<file path="src/design/i2cts_pkg.sv">
// types, codes and helpers shared by the i2c transfer sequencer
package i2cts_pkg;

    localparam int unsigned ByteW = 8;
    localparam int unsigned CfgIdxW = 3;

    // event codes
    typedef enum logic [2:0] {
        EV_MWRITE   = 3'd0,
        EV_MREAD    = 3'd1,
        EV_STX_SET  = 3'd2,
        EV_SRX_SET  = 3'd3,
        EV_TXEMPTY  = 3'd4,
        EV_TXEND    = 3'd5,
        EV_RXFULL   = 3'd6,
        EV_STOP     = 3'd7
    } t_req;

    // configuration register indexes
    localparam logic [CfgIdxW-1:0] CFG_ROLE    = 3'd0;
    localparam logic [CfgIdxW-1:0] CFG_ADDR    = 3'd1;
    localparam logic [CfgIdxW-1:0] CFG_HDR     = 3'd2;
    localparam logic [CfgIdxW-1:0] CFG_RETRY   = 3'd3;
    localparam logic [CfgIdxW-1:0] CFG_FILLER  = 3'd4;

    // bus commands
    localparam logic [1:0] CMD_NONE  = 2'd0;
    localparam logic [1:0] CMD_START = 2'd1;
    localparam logic [1:0] CMD_STOP  = 2'd2;
    localparam logic [1:0] CMD_IRST  = 2'd3;

    // nack control
    localparam logic [1:0] NACK_KEEP = 2'd0;
    localparam logic [1:0] NACK_SET  = 2'd1;
    localparam logic [1:0] NACK_ACK  = 2'd2;

    // scl hold control
    localparam logic [1:0] HOLD_KEEP = 2'd0;
    localparam logic [1:0] HOLD_LOW  = 2'd1;
    localparam logic [1:0] HOLD_REL  = 2'd2;

    typedef enum logic [3:0] {
        PH_IDLE       = 4'd0,
        PH_ADDR_W     = 4'd1,
        PH_ADDR_R     = 4'd2,
        PH_SEND       = 4'd3,
        PH_SEND_2     = 4'd4,
        PH_SEND_END   = 4'd5,
        PH_RECV       = 4'd6,
        PH_RECV_2     = 4'd7,
        PH_RECV_3     = 4'd8,
        PH_RECV_4     = 4'd9,
        PH_RECV_END   = 4'd10,
        PH_RECV_END_2 = 4'd11
    } t_phase;

    typedef struct packed {
        logic [2:0]       req_type;
        logic [ByteW-1:0] length;
        logic             bus_busy;
        logic             nack_seen;
        logic             stop_seen;
        logic             rx_ready;
        logic [ByteW-1:0] rx_byte;
        logic [ByteW-1:0] tx_byte;
    } t_in_word;

    typedef struct packed {
        logic             tx_write;
        logic [ByteW-1:0] tx_data;
        logic [1:0]       bus_cmd;
        logic [1:0]       nack_ctrl;
        logic [1:0]       hold_ctrl;
        logic             rx_store;
        logic [ByteW-1:0] rx_data;
        logic [ByteW-1:0] rx_index;
        logic             reg_addr_valid;
        logic             stop_notice;
        logic             stop_direction;
        logic [ByteW-1:0] stop_length;
    } t_out_word;

    typedef struct packed {
        logic             role;
        logic [6:0]       addr;
        logic [1:0]       header_bytes;
        logic [ByteW-1:0] retry_limit;
        logic [ByteW-1:0] filler_byte;
    } t_cfg;

    // session restart caused by a role write
    typedef struct packed {
        logic valid;
        logic role;
    } t_restart;

    function automatic logic [ByteW-1:0] sat_inc(input logic [ByteW-1:0] v);
        return (v == '1) ? v : v + 1'b1;
    endfunction

endpackage

</file>
<file path="src/design/i2cts_cfg_regs.sv">
// configuration register file of the i2c transfer sequencer
module i2cts_cfg_regs (
    input  logic                            i_clk,
    input  logic                            i_rst_n,
    input  logic                            i_wr,
    input  logic [i2cts_pkg::CfgIdxW-1:0]   i_index,
    input  logic [i2cts_pkg::ByteW-1:0]     i_data,
    output i2cts_pkg::t_cfg                 o_cfg,
    output i2cts_pkg::t_restart             o_restart
);
    import i2cts_pkg::*;

    t_cfg r_cfg;

    always_ff @(posedge i_clk) begin
        if (!i_rst_n) begin
            r_cfg.role         <= 1'b0;
            r_cfg.addr         <= '0;
            r_cfg.header_bytes <= 2'd1;
            r_cfg.retry_limit  <= 8'd3;
            r_cfg.filler_byte  <= 8'hFF;
        end else if (i_wr) begin
            unique case (i_index)
                CFG_ROLE:   r_cfg.role         <= i_data[0];
                CFG_ADDR:   r_cfg.addr         <= i_data[6:0];
                CFG_HDR:    r_cfg.header_bytes <= i_data[1:0];
                CFG_RETRY:  r_cfg.retry_limit  <= i_data;
                CFG_FILLER: r_cfg.filler_byte  <= i_data;
                default: ;
            endcase
        end
    end

    assign o_cfg = r_cfg;
    assign o_restart.valid = i_wr && (i_index == CFG_ROLE);
    assign o_restart.role  = i_data[0];

endmodule

</file>
<file path="src/design/i2cts_seq_core.sv">
// session state and per-event decision logic of the i2c transfer sequencer
module i2cts_seq_core (
    input  logic                  i_clk,
    input  logic                  i_rst_n,
    input  logic                  i_fire,
    input  i2cts_pkg::t_in_word   i_item,
    input  i2cts_pkg::t_cfg       i_cfg,
    input  i2cts_pkg::t_restart   i_restart,
    output i2cts_pkg::t_out_word  o_result
);
    import i2cts_pkg::*;

    t_phase     r_phase,   n_phase;
    logic [7:0] r_tx_done, n_tx_done;
    logic [7:0] r_tx_tot,  n_tx_tot;
    logic [7:0] r_rx_done, n_rx_done;
    logic [7:0] r_rx_tot,  n_rx_tot;
    logic       r_dir,     n_dir;
    logic       r_src_rdy, n_src_rdy;
    logic [7:0] r_wr_retr, n_wr_retr;
    logic [7:0] r_rd_retr, n_rd_retr;
    t_out_word  res;

    logic [7:0] hdr8;
    logic [7:0] data_idx;
    logic [8:0] cnt9;
    logic [7:0] retr;
    logic [7:0] addr_byte;
    t_req       req;

    assign hdr8      = {6'd0, i_cfg.header_bytes};
    assign data_idx  = r_rx_done - hdr8 - 8'd1;
    assign cnt9      = {1'b0, r_rx_done};
    assign addr_byte = {i_cfg.addr, 1'b0};
    assign req       = t_req'(i_item.req_type);
    assign retr      = (req == EV_MWRITE) ? r_wr_retr : r_rd_retr;

    always_comb begin
        n_phase   = r_phase;
        n_tx_done = r_tx_done;
        n_tx_tot  = r_tx_tot;
        n_rx_done = r_rx_done;
        n_rx_tot  = r_rx_tot;
        n_dir     = r_dir;
        n_src_rdy = r_src_rdy;
        n_wr_retr = r_wr_retr;
        n_rd_retr = r_rd_retr;
        res       = '0;

        unique case (req)
            EV_MWRITE, EV_MREAD: begin
                if (!i_cfg.role) begin
                    if (i_item.bus_busy) begin
                        if (retr < i_cfg.retry_limit) begin
                            if (req == EV_MWRITE) n_wr_retr = r_wr_retr + 8'd1;
                            else                  n_rd_retr = r_rd_retr + 8'd1;
                        end else begin
                            res.bus_cmd = CMD_IRST;
                            n_tx_done = '0; n_tx_tot = '0; n_rx_done = '0; n_rx_tot = '0;
                            n_phase = PH_IDLE;
                            if (req == EV_MWRITE) n_wr_retr = '0;
                            else                  n_rd_retr = '0;
                        end
                    end else if (req == EV_MWRITE) begin
                        n_phase = PH_ADDR_W; n_tx_tot = i_item.length; n_tx_done = '0;
                        res.bus_cmd = CMD_START;
                    end else begin
                        n_phase = PH_ADDR_R; n_rx_tot = i_item.length; n_rx_done = '0;
                        res.bus_cmd = CMD_START;
                    end
                end
            end
            EV_STX_SET: begin
                n_tx_tot  = (i_item.length == '0) ? 8'd1 : i_item.length;
                n_src_rdy = 1'b1;
            end
            EV_SRX_SET: n_rx_tot = i_item.length;
            EV_TXEMPTY: begin
                if (i_cfg.role) begin
                    if (r_phase == PH_RECV) begin
                        res.tx_write = 1'b1;
                        res.tx_data  = r_src_rdy ? i_item.tx_byte : i_cfg.filler_byte;
                        n_tx_done = sat_inc(r_tx_done);
                        n_phase = PH_SEND_2; n_dir = 1'b1;
                    end
                end else if (r_phase == PH_ADDR_W) begin
                    res.tx_write = 1'b1; res.tx_data = addr_byte;
                    n_phase = PH_SEND; n_dir = 1'b1;
                end else if (r_phase == PH_ADDR_R) begin
                    res.tx_write = 1'b1; res.tx_data = addr_byte | 8'd1;
                    n_phase = PH_RECV; n_dir = 1'b0;
                end
            end
            EV_TXEND: begin
                if (i_cfg.role) begin
                    if (i_item.nack_seen) begin
                        n_phase = PH_SEND_END;
                    end else begin
                        res.tx_write = 1'b1;
                        res.tx_data  = (r_src_rdy && r_tx_done < r_tx_tot) ?
                                       i_item.tx_byte : i_cfg.filler_byte;
                        n_tx_done = sat_inc(r_tx_done);
                    end
                end else if (r_phase == PH_SEND) begin
                    if (i_item.nack_seen || r_tx_done == r_tx_tot) begin
                        res.bus_cmd = CMD_STOP; n_phase = PH_SEND_END;
                    end else begin
                        res.tx_write = 1'b1; res.tx_data = i_item.tx_byte;
                        n_tx_done = sat_inc(r_tx_done);
                    end
                end
            end
            EV_RXFULL: begin
                if (i_cfg.role) begin
                    if (r_phase == PH_RECV) begin
                        n_dir = 1'b0;
                        if (r_rx_done == hdr8) begin
                            res.rx_data = i_item.rx_byte; res.reg_addr_valid = 1'b1;
                        end else if (r_rx_done > hdr8) begin
                            if (r_rx_done < r_rx_tot) begin
                                res.rx_store = 1'b1; res.rx_data = i_item.rx_byte;
                                res.rx_index = data_idx;
                            end
                        end else if (r_rx_done == '0) begin
                            n_src_rdy = 1'b0; n_tx_tot = '0;
                        end
                        n_rx_done = sat_inc(r_rx_done);
                    end
                end else if (r_phase == PH_RECV) begin
                    if (i_item.nack_seen) begin
                        res.bus_cmd = CMD_STOP;
                        n_phase = (r_rx_tot <= 8'd2) ? PH_RECV_END_2 : PH_RECV_END;
                    end else if (r_rx_tot <= 8'd2) begin
                        res.hold_ctrl = HOLD_LOW;
                        if (r_rx_tot == 8'd2) begin
                            n_phase = PH_RECV_2;
                        end else begin
                            res.nack_ctrl = NACK_SET; n_phase = PH_RECV_3;
                        end
                    end else begin
                        n_phase = PH_RECV_4;
                    end
                end else if (r_phase == PH_RECV_2 || r_phase == PH_RECV_3 ||
                             r_phase == PH_RECV_4) begin
                    res.rx_store = 1'b1; res.rx_data = i_item.rx_byte;
                    res.rx_index = r_rx_done;
                    n_rx_done = sat_inc(r_rx_done);
                    if (r_phase == PH_RECV_2) begin
                        res.nack_ctrl = NACK_SET; n_phase = PH_RECV_3;
                    end else if (r_phase == PH_RECV_3) begin
                        res.bus_cmd = CMD_STOP; res.nack_ctrl = NACK_SET;
                        res.hold_ctrl = HOLD_REL; n_phase = PH_RECV_END_2;
                    end else if ({1'b0, r_rx_tot} == cnt9 + 9'd1) begin
                        res.bus_cmd = CMD_STOP; res.hold_ctrl = HOLD_REL;
                        n_phase = PH_RECV_END;
                    end else if ({1'b0, r_rx_tot} == cnt9 + 9'd2) begin
                        res.nack_ctrl = NACK_SET;
                    end else if ({1'b0, r_rx_tot} == cnt9 + 9'd3) begin
                        res.hold_ctrl = HOLD_LOW;
                    end
                end
            end
            EV_STOP: begin
                if (i_item.stop_seen) begin
                    res.stop_notice    = 1'b1;
                    res.stop_direction = r_dir;
                    res.stop_length    = (cnt9 > {1'b0, hdr8} + 9'd1) ? data_idx : '0;
                end
                if (i_cfg.role) begin
                    if (r_phase == PH_SEND || r_phase == PH_SEND_2 ||
                        r_phase == PH_SEND_END) begin
                        n_dir = 1'b1;
                        if (i_item.nack_seen) begin
                            n_tx_done = '0; n_tx_tot = '0; n_rx_done = '0; n_rx_tot = '0;
                            n_phase = PH_RECV;
                        end
                    end else if (r_phase == PH_RECV) begin
                        if (i_item.rx_ready && r_rx_done > hdr8 && r_rx_done < r_rx_tot) begin
                            res.rx_store = 1'b1; res.rx_data = i_item.rx_byte;
                            res.rx_index = data_idx;
                        end
                        res.nack_ctrl = NACK_ACK; n_dir = 1'b0;
                        n_tx_done = '0; n_tx_tot = '0; n_rx_done = '0; n_rx_tot = '0;
                        n_phase = PH_RECV;
                    end
                end else if (r_phase == PH_SEND_END || r_phase == PH_RECV_END ||
                             r_phase == PH_RECV_END_2) begin
                    if (i_item.stop_seen) begin
                        if (r_phase == PH_RECV_END_2) res.nack_ctrl = NACK_ACK;
                        n_tx_done = '0; n_tx_tot = '0; n_rx_done = '0; n_rx_tot = '0;
                        n_phase = PH_IDLE;
                    end
                end
            end
            default: ;
        endcase
    end

    always_ff @(posedge i_clk) begin
        if (!i_rst_n) begin
            r_phase   <= PH_IDLE;
            r_tx_done <= '0;
            r_tx_tot  <= '0;
            r_rx_done <= '0;
            r_rx_tot  <= '0;
            r_dir     <= 1'b0;
            r_src_rdy <= 1'b0;
            r_wr_retr <= '0;
            r_rd_retr <= '0;
        end else if (i_restart.valid) begin
            r_phase   <= i_restart.role ? PH_RECV : PH_IDLE;
            r_tx_done <= '0;
            r_tx_tot  <= '0;
            r_rx_done <= '0;
            r_rx_tot  <= '0;
        end else if (i_fire) begin
            r_phase   <= n_phase;
            r_tx_done <= n_tx_done;
            r_tx_tot  <= n_tx_tot;
            r_rx_done <= n_rx_done;
            r_rx_tot  <= n_rx_tot;
            r_dir     <= n_dir;
            r_src_rdy <= n_src_rdy;
            r_wr_retr <= n_wr_retr;
            r_rd_retr <= n_rd_retr;
        end
    end

    assign o_result = res;

endmodule

</file>
<file path="src/design/i2c_transfer_sequencer_top.sv">
// top level of the i2c transfer sequencer: word registers, config and core
//
// sequences i2c transfers above a byte-level controller, one event word in,
// one command word out
// input channel: i_in_valid / o_in_stall carrying i_in_word (event and flags);
//   a word is taken at a clock edge with valid high and stall low
// output channel: o_out_valid / i_out_stall carrying o_out_word (tx byte,
//   bus command, nack and scl hold control, rx store, stop report)
// config channel: i_cfg_valid / o_cfg_ready with i_cfg_index and i_cfg_data;
//   ready is always high, writes are meant for idle periods only, and a
//   role write restarts the session
// path: an accepted word goes through the input register, then the decision
//   logic into the output register
// throughput: one word per cycle while the output is not stalled; the event
//   decision is a single pass of logic over the session registers
// output stall: the output register holds its word; the input register keeps
//   its word, if it holds one, and o_in_stall rises until the output drains
// reset: synchronous, active low; empties both registers, clears the session
//   state and loads the default configuration
module i2c_transfer_sequencer_top (
    input  logic                            i_clk,
    input  logic                            i_rst_n,
    input  logic                            i_in_valid,
    output logic                            o_in_stall,
    input  i2cts_pkg::t_in_word             i_in_word,
    output logic                            o_out_valid,
    input  logic                            i_out_stall,
    output i2cts_pkg::t_out_word            o_out_word,
    input  logic                            i_cfg_valid,
    output logic                            o_cfg_ready,
    input  logic [i2cts_pkg::CfgIdxW-1:0]   i_cfg_index,
    input  logic [i2cts_pkg::ByteW-1:0]     i_cfg_data
);
    import i2cts_pkg::*;

    // input register
    logic      r_in_valid;
    t_in_word  r_in_word;
    // output register
    logic      r_out_valid;
    t_out_word r_out_word;

    logic      fire;
    logic      in_take;
    t_cfg      cfg;
    t_restart  restart;
    t_out_word result;

    // the held word moves on when the output register is free or draining
    assign fire       = r_in_valid && (!r_out_valid || !i_out_stall);
    assign o_in_stall = r_in_valid && !fire;
    assign in_take    = i_in_valid && !o_in_stall;

    assign o_cfg_ready = 1'b1;

    always_ff @(posedge i_clk) begin
        if (!i_rst_n) begin
            r_in_valid <= 1'b0;
        end else if (in_take) begin
            r_in_valid <= 1'b1;
        end else if (fire) begin
            r_in_valid <= 1'b0;
        end
    end

    always_ff @(posedge i_clk) begin
        if (in_take) begin
            r_in_word <= i_in_word;
        end
    end

    i2cts_cfg_regs u_cfg (
        .i_clk     (i_clk),
        .i_rst_n   (i_rst_n),
        .i_wr      (i_cfg_valid && o_cfg_ready),
        .i_index   (i_cfg_index),
        .i_data    (i_cfg_data),
        .o_cfg     (cfg),
        .o_restart (restart)
    );

    i2cts_seq_core u_core (
        .i_clk     (i_clk),
        .i_rst_n   (i_rst_n),
        .i_fire    (fire),
        .i_item    (r_in_word),
        .i_cfg     (cfg),
        .i_restart (restart),
        .o_result  (result)
    );

    // output register, loaded whenever the core finishes a word
    always_ff @(posedge i_clk) begin
        if (!i_rst_n) begin
            r_out_valid <= 1'b0;
        end else if (fire) begin
            r_out_valid <= 1'b1;
        end else if (!i_out_stall) begin
            r_out_valid <= 1'b0;
        end
    end

    always_ff @(posedge i_clk) begin
        if (fire) begin
            r_out_word <= result;
        end
    end

    assign o_out_valid = r_out_valid;
    assign o_out_word  = r_out_word;

    // input only backs up behind a stalled output
    a_stall_cause: assert property (@(posedge i_clk) disable iff (!i_rst_n)
        o_in_stall |-> (o_out_valid && i_out_stall))
        else $error("input stalled without output back-pressure");

    // unused payload fields read as zero
    a_tx_zero: assert property (@(posedge i_clk) disable iff (!i_rst_n)
        (o_out_valid && !o_out_word.tx_write) |-> (o_out_word.tx_data == '0))
        else $error("tx data without tx write");

    a_stop_zero: assert property (@(posedge i_clk) disable iff (!i_rst_n)
        (o_out_valid && !o_out_word.stop_notice) |->
        (o_out_word.stop_length == '0 && !o_out_word.stop_direction))
        else $error("stop report without stop notice");

    // both registers empty straight after reset
    a_reset_empty: assert property (@(posedge i_clk)
        !i_rst_n |=> (!o_out_valid && !o_in_stall))
        else $error("words left after reset");

endmodule
</file>
<file path="config.mk">
export PLATFORM = sky130hd
export DESIGN_NAME = i2c_transfer_sequencer_top
export DESIGN_NICKNAME = d
export VERILOG_FILES = /design/src/design/i2cts_pkg.sv /design/src/design/i2cts_cfg_regs.sv /design/src/design/i2cts_seq_core.sv /design/src/design/i2c_transfer_sequencer_top.sv
export SDC_FILE = /design/constraint.sdc
export NUM_CORES = 1
export LEC_CHECK = 0
export BUFFER_PORTS_ARGS = -buffer_cell sky130_fd_sc_hd__buf_2
export CAP_MARGIN = 20
export CORE_ASPECT_RATIO = 0.9
export CORE_MARGIN = 1
export CORE_UTILIZATION = 66
export CTS_BUF_LIST = sky130_fd_sc_hd__clkbuf_2 sky130_fd_sc_hd__clkbuf_4 sky130_fd_sc_hd__clkbuf_8
export CTS_CLUSTER_DIAMETER = 30
export DETAILED_ROUTE_END_ITERATION = 8
export PLACE_DENSITY = 0.95
export RECOVER_POWER = 50
export SKIP_LAST_GASP = 1
export SYNTH_ARGS = -nofsm -noshare
export SYNTH_HDL_FRONTEND = slang
export SYNTH_SLANG_ARGS = --single-unit
export TNS_END_PERCENT = 50
</file>
<file path="constraint.sdc">
create_clock -name i_clk -period 6.4 [get_ports i_clk]
set_input_delay 0.64 -clock i_clk [delete_from_list [all_inputs] [get_ports i_clk]]
set_output_delay 0.64 -clock i_clk [all_outputs]
set_load 0.1 [all_outputs]
</file>
* Word-level counts from Yosys, hierarchy flattened
Cells that the tools add are included.
Word-level totals: flip-flop bits (word level) 156
Operators by class: add/sub/neg operators 10, order comparisons 6, equal/unequal tests 69, multiplexer cells 154, bitwise gates (word level) 5, reduce and logical (&&, ||, !) cells 52
Operator list (number):
- $mux 8 | 47
- $mux 17 | 8
- $mux 4 | 30
- $pmux 8 s4 | 2
- $mux 9 | 7
- $pmux 8 s3 | 2
- $mux 2 | 19
- $pmux 17 s2 | 1
- $add 8x1->8 const B | 4
- $reduce_and 14->1 | 2
- $eq 8x9->1 | 3
- $lt 8x8->1 | 3
- $mux 1 | 24
- $ne 3x3->1 const B | 8
- $mux 23 | 1
- $pmux 4 s5 | 1
- $add 8x2->9 const B | 2
- $mux 18 | 1
- $mux 6 | 3
- $ne 3x2->1 const B | 6
- $pmux 9 s2 | 1
- $eq 4x3->1 const B | 4
- $eq 4x4->1 const B | 4
- $eq 8x8->1 const B | 2
- 49 further kinds | 111

* Longest topological paths before layout
Gate-level depths: netlist of the first run.
depth in word-level cells 11, mapped depth 14

* Modules after synthesis
Synthesis of the first run repeated with hierarchy kept, for this count alone.
Second synthesis, totals: cell total of the unflattened synthesis 970, area, all modules 9257.6 um2
Modules (own cells, without submodules):
- i2cts_seq_core | times used 1, cells each 777, area an instance 5821.8 um2
- i2c_transfer_sequencer_top | times used 1, cells each 84, area an instance 2317.2 um2
- i2cts_cfg_regs | times used 1, cells each 109, area an instance 1118.6 um2

* Least setup slack after synthesis of the first run
OpenSTA, ideal clock, no wires.
kind register to register, from reg r_in_word[30] (netlist bit), to reg u_core.r_tx_done[1], setup time 0.116 ns, arrival time 3.648 ns, required time 6.284 ns, setup slack 2.636 ns, stages on the path, launching flop included 14, path buffers 3, period minus slack after synthesis 3.764 ns, path through edfxtp_1 clkbuf_1 clkbuf_1 nor3_2 mux2_2 ha_1 and2_1 a221oi_1 a21oi_1 nor4_1 or3b_1 clkbuf_1 nor2_1 a31o_2
On the way: cells in the longest elaborated chain, start to end 5, elaborated cells between the ends (all ways) 23, those cells by class 1 x order compare; 16 x eq/ne; 2 x mux; 4 x reduce/logical
Ends and longest elaborated chain:
- from (decl) | line i2c_transfer_sequencer_top.sv:38 | t_in_word r_in_word;
- from (signal assigned) | line i2c_transfer_sequencer_top.sv:68 | r_in_word <= i_in_word;
- $logic_not 3->1 | line i2cts_seq_core.sv:36, i2cts_seq_core.sv:50, i2cts_seq_core.sv:64
- $mux 8 | line i2cts_seq_core.sv:36 | assign retr = (req == EV_MWRITE) ? r_wr_retr : r_rd_retr;
- $lt 8x8->1 | line i2cts_seq_core.sv:54 | if (retr < i_cfg.retry_limit) begin
- $ne 3x3->1 (no source line)
- $reduce_and 14->1 (no source line)
- to (signal assigned) | line i2cts_seq_core.sv:218 | r_tx_done <= n_tx_done;
- to (decl) | line i2cts_seq_core.sv:14 | logic [7:0] r_tx_done, n_tx_done;
Several ways; a longest one is shown, not always the timed one. A chain may end at the register's enable or synchronous reset.

* Final worst setup path of the first run
from reg r_in_word[30] (netlist bit), to reg u_core.r_tx_done[3]
Same word-level chain as after synthesis.

==> flow_summary_export.csv, run 1 <==
group,metric,value,unit
outcome,status,"finished, violations left",
outcome,violations,"max-capacitance violations, max-slew violations",
timing,tns,0,ns
timing,post-route-min-period,4.10,ns
power_and_ir_drop,pwr-share-comb,10.8,%
critical_path,crit_top_cell,"a21oi_1",
clock_tree,root_buffer,"clkbuf_8",
clock_tree,clock_sinks,156,
worst_hold_path,min_from,"i_in_word[4]",
clock_tree,cts_setup_buffers,0,
critical_path,critPathArrivalTime,4.48,ns
critical_path,regToRegEndpoint,"u_core.r_tx_done[3]",
power_and_ir_drop,switching_share,27.5,%
power_and_ir_drop,pwr-share-clk,38.4,%
synthesis,synthAdderAreaFrac,5.79,%
clock_tree,cts_buffers,17,
cells_and_area,fin_area,9660,µm²
critical_path,critical-path-top-delay-family,"simple AND/OR/NAND/NOR gates",
floorplan,io_pins,93,
placement,place_area,9230,µm²
power_and_ir_drop,p_switching,0.000599,W
cells_and_area,drive_gt1_share,13.7,%
critical_path,cp_cell_sequence,"nor3_2, mux2_2, ha_1, and2_1, o311ai_1, a21oi_1, nor4_1, buf_4, or3b_1, or4_1, a21oi_1",
synthesis,synth_edf_count,74,
grt,globalRouteTotalUtil,34.0,%
timing,hold_viol,0,
grt,grt-ovfl-total,0,
cells_and_area,area_delta_synth_final,10.6,%
critical_path,r2r_start,"r_in_word[30]",
route,via_per_inst,6.51,
synthesis,yosysTopAreaCell,"edfxtp_1",
synthesis,syn_inst,946,
critical_path,cp.depth,11,
route,routedWlPerCell,19.0,µm
clock_tree,cts_resized,0,
power_and_ir_drop,leakage,3.73,nW
timing,finalCritPeriodShare,64.0,%
placement,numPlacedInstances,1155,
synthesis,synthXorXnorAreaFrac,3.88,%
worst_hold_path,hold_path_class,"in -> reg",
clock_tree,clock_path_buffers,2,
placement,hpwl,15.7,mm
cells_and_area,fin_cells,1188,
critical_path,r2r_cells,11,
placement,dp_slack,2.43,ns
worst_hold_path,holdPathEnd,"r_in_word[4]",
critical_path,critPathRequiredTime,6.79,ns
synthesis,syn_nets,1032,
route,drcViolationCount,0,
critical_path,slowest_stage,"edfxtp_1",
synthesis,syn_area_per_cell,9.23,µm²
synthesis,seq_area_frac_synth,44.2,%
cells_and_area,antenna_cells,0,
floorplan,rows,39,
grt,grt_pass1_wl,35.8,mm
timing,skew,0.0177,ns
timing,timing.slew.headroom,-28.2,%
critical_path,rrSetupSlack,2.30,ns
critical_path,criticalPathCategory,"reg -> reg",
route,antenna_left,0,
synthesis,synth_seq_cells,156,
synthesis,synthMuxAreaShare,4.91,%
floorplan,start_util,68.3,%
synthesis,yosys.area_share.simple,21.0,%
synthesis,synth_compound_area_share,15.2,%
clock_tree,cts_tree,"yes",
synthesis,yosysTopAreaCellShare,25.4,%
placement,gp_congestion,0.966,
timing,fmax,0.244,GHz
timing,worst_pin_slew,1.92,ns
synthesis,synth_area,8730,µm²
critical_path,critPathBufInv,1,
floorplan,fp.dieW,123,µm
critical_path,crit_path_end_kind,"flop",
timing,fin_ws,2.30,ns
timing,grt_setup_unrepaired,"false",
floorplan,die_area,13700,µm²
timing,finalSetupViolations,0,
route,firstDrtPassIters,6,
synthesis,synth_flop_cell,"dfxtp_1",
synthesis,synthDistinctLibCells,77,
critical_path,max_stage_delay,0.73,ns
power_and_ir_drop,intPower,0.00158,W
clock_tree,clk_pin_slew_worst_paths,0.08,ns
cells_and_area,layout_common_cells,"126 x nand2_1, 84 x buf_2, 82 x dfxtp_1, 74 x edfxtp_1, 63 x nor2_1",
power_and_ir_drop,pwr_density_cell,225,nW/µm²
clock_tree,holdBufCountCts,0,
route,totalWireLength,22.6,mm
cells_and_area,nets,1097,
clock_tree,clk_latency,0.48,ns
synthesis,ys_top_cells_by_area,"edfxtp_1 25%, dfxtp_1 19%, ha_1 5.4%, nand2_1 5.4%, mux2i_1 4.0%",
grt,grt_max_degree,39,
critical_path,start_kind,"flop",
floorplan,core_region_area,12800,µm²
flow_run,maxCapViolCount,3,
grt,grt_pass1_vias,7046,
synthesis,synth_top_family_by_area,"simple AND/OR/NAND/NOR gates",
power_and_ir_drop,pwr-share-seq,50.8,%
synthesis,ys_async_sr_fraction,0,%
route,vias,7734,
placement,port_buffers,91,
synthesis,yosys_warnings,0,
timing,final_max_slew_viol_count,105,
critical_path,crit_fanout,27,
power_and_ir_drop,max-vdd-ir-drop,285,µV
cells_and_area,final_common_cell,"nand2_1",
route,drt-initial-drc-count,1066,
worst_hold_path,hold_depth,1,
floorplan,die_h,111,µm
critical_path,cp-startpoint,"r_in_word[30]",
grt,antenna_found_initial,0,
clock_tree,htreeDepth,4,
[cell families (layout without fill, tap and decap cells)]
kind of cell,Yosys count,count (layout)
simple gates,362,362
compound gates,198,198
flops,156,156
buf+inv,110,188
mux,42,42
fa+ha+maj,40,40
xor+xnor,37,37
other cells,1,1
[synthesized netlist by cell type (4+ instances only)]
library cell and number:
a211oi_1 7, a21boi_0 16, a21o_1 6, a21oi_1 31, a221o_1 7, a31oi_1 18, a32o_1 5, and2_1 4
and3_1 12, buf_2 7, clkbuf_1 40, dfxtp_1 82, edfxtp_1 74, ha_1 38, inv_1 59, mux2_2 7
mux2i_1 35, nand2_1 126, nand3_1 35, nand4_1 18, nor2_1 63, nor2b_1 20, nor3_1 15, nor4_1 14
nor4b_1 5, o211ai_1 4, o21a_1 9, o21ai_0 47, o21ai_1 4, o22ai_1 7, o31ai_1 8, or3_1 10
or4_1 11, xnor2_1 19, xor2_1 17
[registers in the layout, indices dropped and copies added (netlist names)]
| name | count |
|---|---|
| u_core.r_rd_retr | 8 |
| u_core.r_tx_tot | 8 |
| u_core.r_rx_done | 8 |
| u_core.r_tx_done | 8 |
| r_in_word | 31 |
| r_in_valid | 1 |
| u_core.r_rx_tot | 8 |
| o_out_valid | 1 |
| u_cfg.o_cfg | 26 |
| u_core.r_phase | 4 |
| u_core.r_wr_retr | 8 |
| o_out_word | 43 |
| u_core.r_src_rdy | 1 |
| u_core.r_dir | 1 |
[how the worst max path moves through the flow]
stage	endpoint	slack, ns
after global placement	u_core.r_tx_done[6]	2.59
after CTS	u_core.r_tx_done[3]	2.38
final	u_core.r_tx_done[3]	2.30
after global routing	u_core.r_tx_done[7]	2.07
after floorplan	u_core.r_tx_done[1]	2.64
after detailed placement	u_core.r_tx_done[3]	2.43
[power by group through the flow]
stage	clock, W	combinational, W	sequential, W
3_3_place_gp	0	0.000227	0.00112
4_1_cts	0.000840	0.000234	0.00110
6_report	0.000837	0.000235	0.00111
3_5_place_dp	0	0.000231	0.00113
2_1_floorplan	0	0.0000997	0.00120
5_1_grt	0.000874	0.000248	0.00111
[cell type report]
type | count | area (µm²)
multi-input cells | 680 | 4450
flip-flops and latches | 156 | 3860
fillers | 837 | 3120
repair buffers | 97 | 480
clock buffers | 20 | 263
inverters | 59 | 221
well taps | 164 | 205
clock inverters | 12 | 183
[stage by stage]
step           power [W]  hold slack, ns  util (%)
6_report         0.00218           0.333      75.6
4_1_cts          0.00218           0.312      75.7
5_1_grt          0.00223           0.316      75.6
3_5_place_dp     0.00136           0.462      72.2
2_1_floorplan    0.00130           0.438         -
3_3_place_gp     0.00135           0.448      72.2
[layer usage]
metal | wire [µm] | track usage, %
met4 | 806 | 14.1
met3 | 2510 | 8.18
met1 | 8960 | 45.1
met5 | 0 | 0
met2 | 10300 | 52.7
No activity file was read; power rests on OpenSTA's default activity.
==> inputs of run 2 (changes only) <==
--- a/config.mk
+++ b/config.mk
@@ -5,15 +5,16 @@
 export SDC_FILE = /design/constraint.sdc
 export NUM_CORES = 1
 export LEC_CHECK = 0
+export ABC_AREA = 1
 export BUFFER_PORTS_ARGS = -buffer_cell sky130_fd_sc_hd__buf_2
 export CAP_MARGIN = 20
 export CORE_ASPECT_RATIO = 0.9
 export CORE_MARGIN = 1
-export CORE_UTILIZATION = 66
+export CORE_UTILIZATION = 61
 export CTS_BUF_LIST = sky130_fd_sc_hd__clkbuf_2 sky130_fd_sc_hd__clkbuf_4 sky130_fd_sc_hd__clkbuf_8
 export CTS_CLUSTER_DIAMETER = 30
 export DETAILED_ROUTE_END_ITERATION = 8
-export PLACE_DENSITY = 0.95
+export PLACE_DENSITY = 0.9
 export RECOVER_POWER = 50
 export SKIP_LAST_GASP = 1
 export SYNTH_ARGS = -nofsm -noshare
==> constraint.sdc (replaced) <==
create_clock -name i_clk -period 3.9 [get_ports i_clk]
set_input_delay 0.39 -clock i_clk [delete_from_list [all_inputs] [get_ports i_clk]]
set_output_delay 0.39 -clock i_clk [all_outputs]
set_load 0.1 [all_outputs]
==> flow_summary_export.csv, run 2 <==
group,metric,value,unit
cells_and_area,antenna_cells,0,
worst_hold_path,min_from,"i_in_word[16]",
placement,place_area,9390,µm²
critical_path,criticalPathCategory,"reg -> reg",
cells_and_area,fillers,1179,
floorplan,start_util,62.6,%
timing,grt_setup_unrepaired,"false",
cells_and_area,layout_common_cells,"290 x nand2_1, 167 x nor2_1, 158 x inv_1, 82 x dfxtp_1, 74 x edfxtp_1",
worst_hold_path,hold_path_class,"in -> reg",
power_and_ir_drop,pwr-share-comb,15.6,%
route,via_per_inst,5.51,
synthesis,yosysTopAreaCell,"edfxtp_1",
power_and_ir_drop,pwr_density_cell,369,nW/µm²
synthesis,syn_area_per_cell,7.66,µm²
synthesis,seq_area_frac_synth,43.9,%
critical_path,regToRegEndpoint,"u_core.r_rd_retr[7]",
synthesis,syn_nets,1235,
grt,grt-ovfl-total,0,
floorplan,fp.dieW,129,µm
power_and_ir_drop,pwr-share-clk,33.2,%
clock_tree,cts_tree,"yes",
cells_and_area,area_delta_synth_final,10.3,%
route,totalWireLength,21.7,mm
synthesis,synth_seq_cells,156,
timing,finalSetupViolations,0,
floorplan,die_area,14900,µm²
critical_path,critPathArrivalTime,3.41,ns
clock_tree,cts_buffers,17,
floorplan,io_pins,93,
clock_tree,clock_path_buffers,2,
placement,gp_congestion,0.988,
synthesis,synth_flop_cell,"dfxtp_1",
critical_path,rrSetupSlack,0.86,ns
critical_path,start_kind,"flop",
synthesis,ys_top_cells_by_area,"edfxtp_1 25%, dfxtp_1 19%, nand2_1 12%, nor2_1 7.1%, inv_1 6.7%",
timing,final_max_slew_viol_count,6,
synthesis,ys_async_sr_fraction,0,%
timing,post-route-min-period,3.04,ns
route,vias,7950,
cells_and_area,fin_util,69.0,%
clock_tree,cts_setup_buffers,0,
power_and_ir_drop,max-vdd-ir-drop,315,µV
timing,finalCritPeriodShare,78.1,%
clock_tree,root_buffer,"clkbuf_8",
grt,globalRouteTotalUtil,30.4,%
placement,dp_slack,1.02,ns
worst_hold_path,holdPathEnd,"r_in_word[16]",
outcome,status,"finished, violations left",
route,routedWlPerCell,15.1,µm
critical_path,crit_path_end_kind,"flop",
power_and_ir_drop,leakage,4.44,nW
cells_and_area,largest_reg_flops,43,
timing,holdWs,0.0843,ns
worst_hold_path,hold_depth,1,
critical_path,r2r_cells,9,
route,drcViolationCount,0,
synthesis,synthDistinctLibCells,58,
route,drt-initial-drc-count,758,
grt,grt_pass1_wl,34.7,mm
floorplan,core_region_area,14100,µm²
clock_tree,clk_pin_slew_worst_paths,0.09,ns
clock_tree,holdBufCountCts,0,
clock_tree,htreeDepth,4,
cells_and_area,nets,1324,
cells_and_area,drive_gt1_share,8.79,%
synthesis,synth_most_common_cell,"nand2_1",
critical_path,critPathRequiredTime,4.26,ns
placement,hpwl,16.3,mm
power_and_ir_drop,intPower,0.00253,W
synthesis,yosys_warnings,0,
outcome,violations,"max-capacitance violations, max-slew violations",
route,antenna_left,0,
clock_tree,clock_sinks,156,
timing,skew,0.0170,ns
timing,worst_pin_slew,1.50,ns
floorplan,rows,41,
synthesis,synth_area,8800,µm²
clock_tree,cts_resized,0,
synthesis,yosysTopAreaCellShare,25.3,%
grt,grt_pass1_vias,7262,
critical_path,crit_fanout,15,
power_and_ir_drop,p_switching,0.00105,W
power_and_ir_drop,pwr-share-seq,51.3,%
floorplan,die_h,116,µm
synthesis,synth_common_cells,"290 x nand2_1, 167 x nor2_1, 158 x inv_1",
cells_and_area,final_common_cell,"nand2_1",
synthesis,syn_inst,1149,
timing,tns,0,ns
timing,timing.slew.headroom,-0.00163,%
synthesis,synth_edf_count,74,
grt,grt_max_degree,36,
clock_tree,clk_latency,0.47,ns
timing,fin_ws,0.855,ns
route,firstDrtPassIters,6,
power_and_ir_drop,switching_share,29.4,%
cells_and_area,fin_area,9700,µm²
placement,port_buffers,91,
flow_run,maxCapViolCount,1,
critical_path,r2r_start,"r_in_valid",
timing,fmax,0.328,GHz
timing,hold_viol,0,
grt,antenna_found_initial,0,
[run 2: changes by cell type in the layout (fill, tap and decap cells not counted), moves of 13 or more]
cell      delta
o21ai_0     +13
a21oi_1     +18
nor2b_1     -19
mux2i_1     -34
nor2_1     +104
a31oi_1     -15
a21boi_0    -15
inv_1      +100
buf_2       -40
clkbuf_1    +38
nand2_1    +164
[run 2: layer usage]
layer | global-route usage [%] | vias up | part of all wire [%]
li1 | - | 3931 | -
met5 | 0 | - | 0
met4 | 12.3 | 0 | 2.3
met1 | 40.6 | 3567 | 44
met2 | 47.8 | 403 | 45
met3 | 7.39 | 49 | 9.2
[run 2: layout make-up]
cell class                 count  area, µm²  area share [%]
inverter                     163        612            6.31
multi-input combinational    804       4170            43.0
timing repair buffer          96        428            4.41
sequential                   156       3860            39.8
clock buffer                  22        269            2.77
clock inverter                10        116            1.20
tap                          193        241            2.49
[run 2: critical path, stage by stage (launching register included)]
cell,delay (ns)
dfxtp_1,0.31
inv_1,0.06
a21oi_1,1.12
nand2_1,0.40
nor3_4,0.39
nand4_2,0.15
nor2_1,0.18
nand3_1,0.11
xor2_1,0.15
nor2_1,0.05
[run 2: kinds of logic after synthesis]
| logic type | Yosys count | synth area share, % |
|---|---|---|
| fa+ha+maj | 39 | 5.63 |
| buf+inv | 189 | 8.65 |
| compound gates | 165 | 10.9 |
| flops | 156 | 43.9 |
| other cells | 1 | 0.0426 |
| simple gates | 570 | 28.0 |
| xor+xnor | 28 | 2.79 |
| mux | 1 | 0.114 |
[run 2: worst max-delay path by stage]
stage / start / end / slack, ns / depth (start not counted)
2_1_floorplan: o_out_valid / u_core.r_rd_retr[7] / 0.36 / 8
3_3_place_gp: r_in_word[29] / u_core.r_tx_tot[6] / 1.17 / 13
3_5_place_dp: r_in_word[29] / u_core.r_tx_tot[0] / 1.02 / 13
4_1_cts: r_in_word[29] / u_core.r_tx_tot[0] / 1.03 / 13
5_1_grt: r_in_valid / u_core.r_rd_retr[7] / 0.54 / 9
6_report: r_in_valid / u_core.r_rd_retr[7] / 0.86 / 9
[run 2: metrics by stage]
step                instances  power (W)
CTS                      1444    0.00359
finish                   1444    0.00358
global route             1444    0.00372
detailed placement       1412    0.00242
global placement         1412    0.00241
floorplan                1149    0.00228
[run 2: power groups by stage]
stage	clock network (W)	logic [W]	registers [W]
floorplan	0	0.000324	0.00196
global placement	0	0.000542	0.00187
detailed placement	0	0.000554	0.00187
CTS	0.00120	0.000557	0.00183
global route	0.00126	0.000614	0.00184
finish	0.00119	0.000558	0.00183
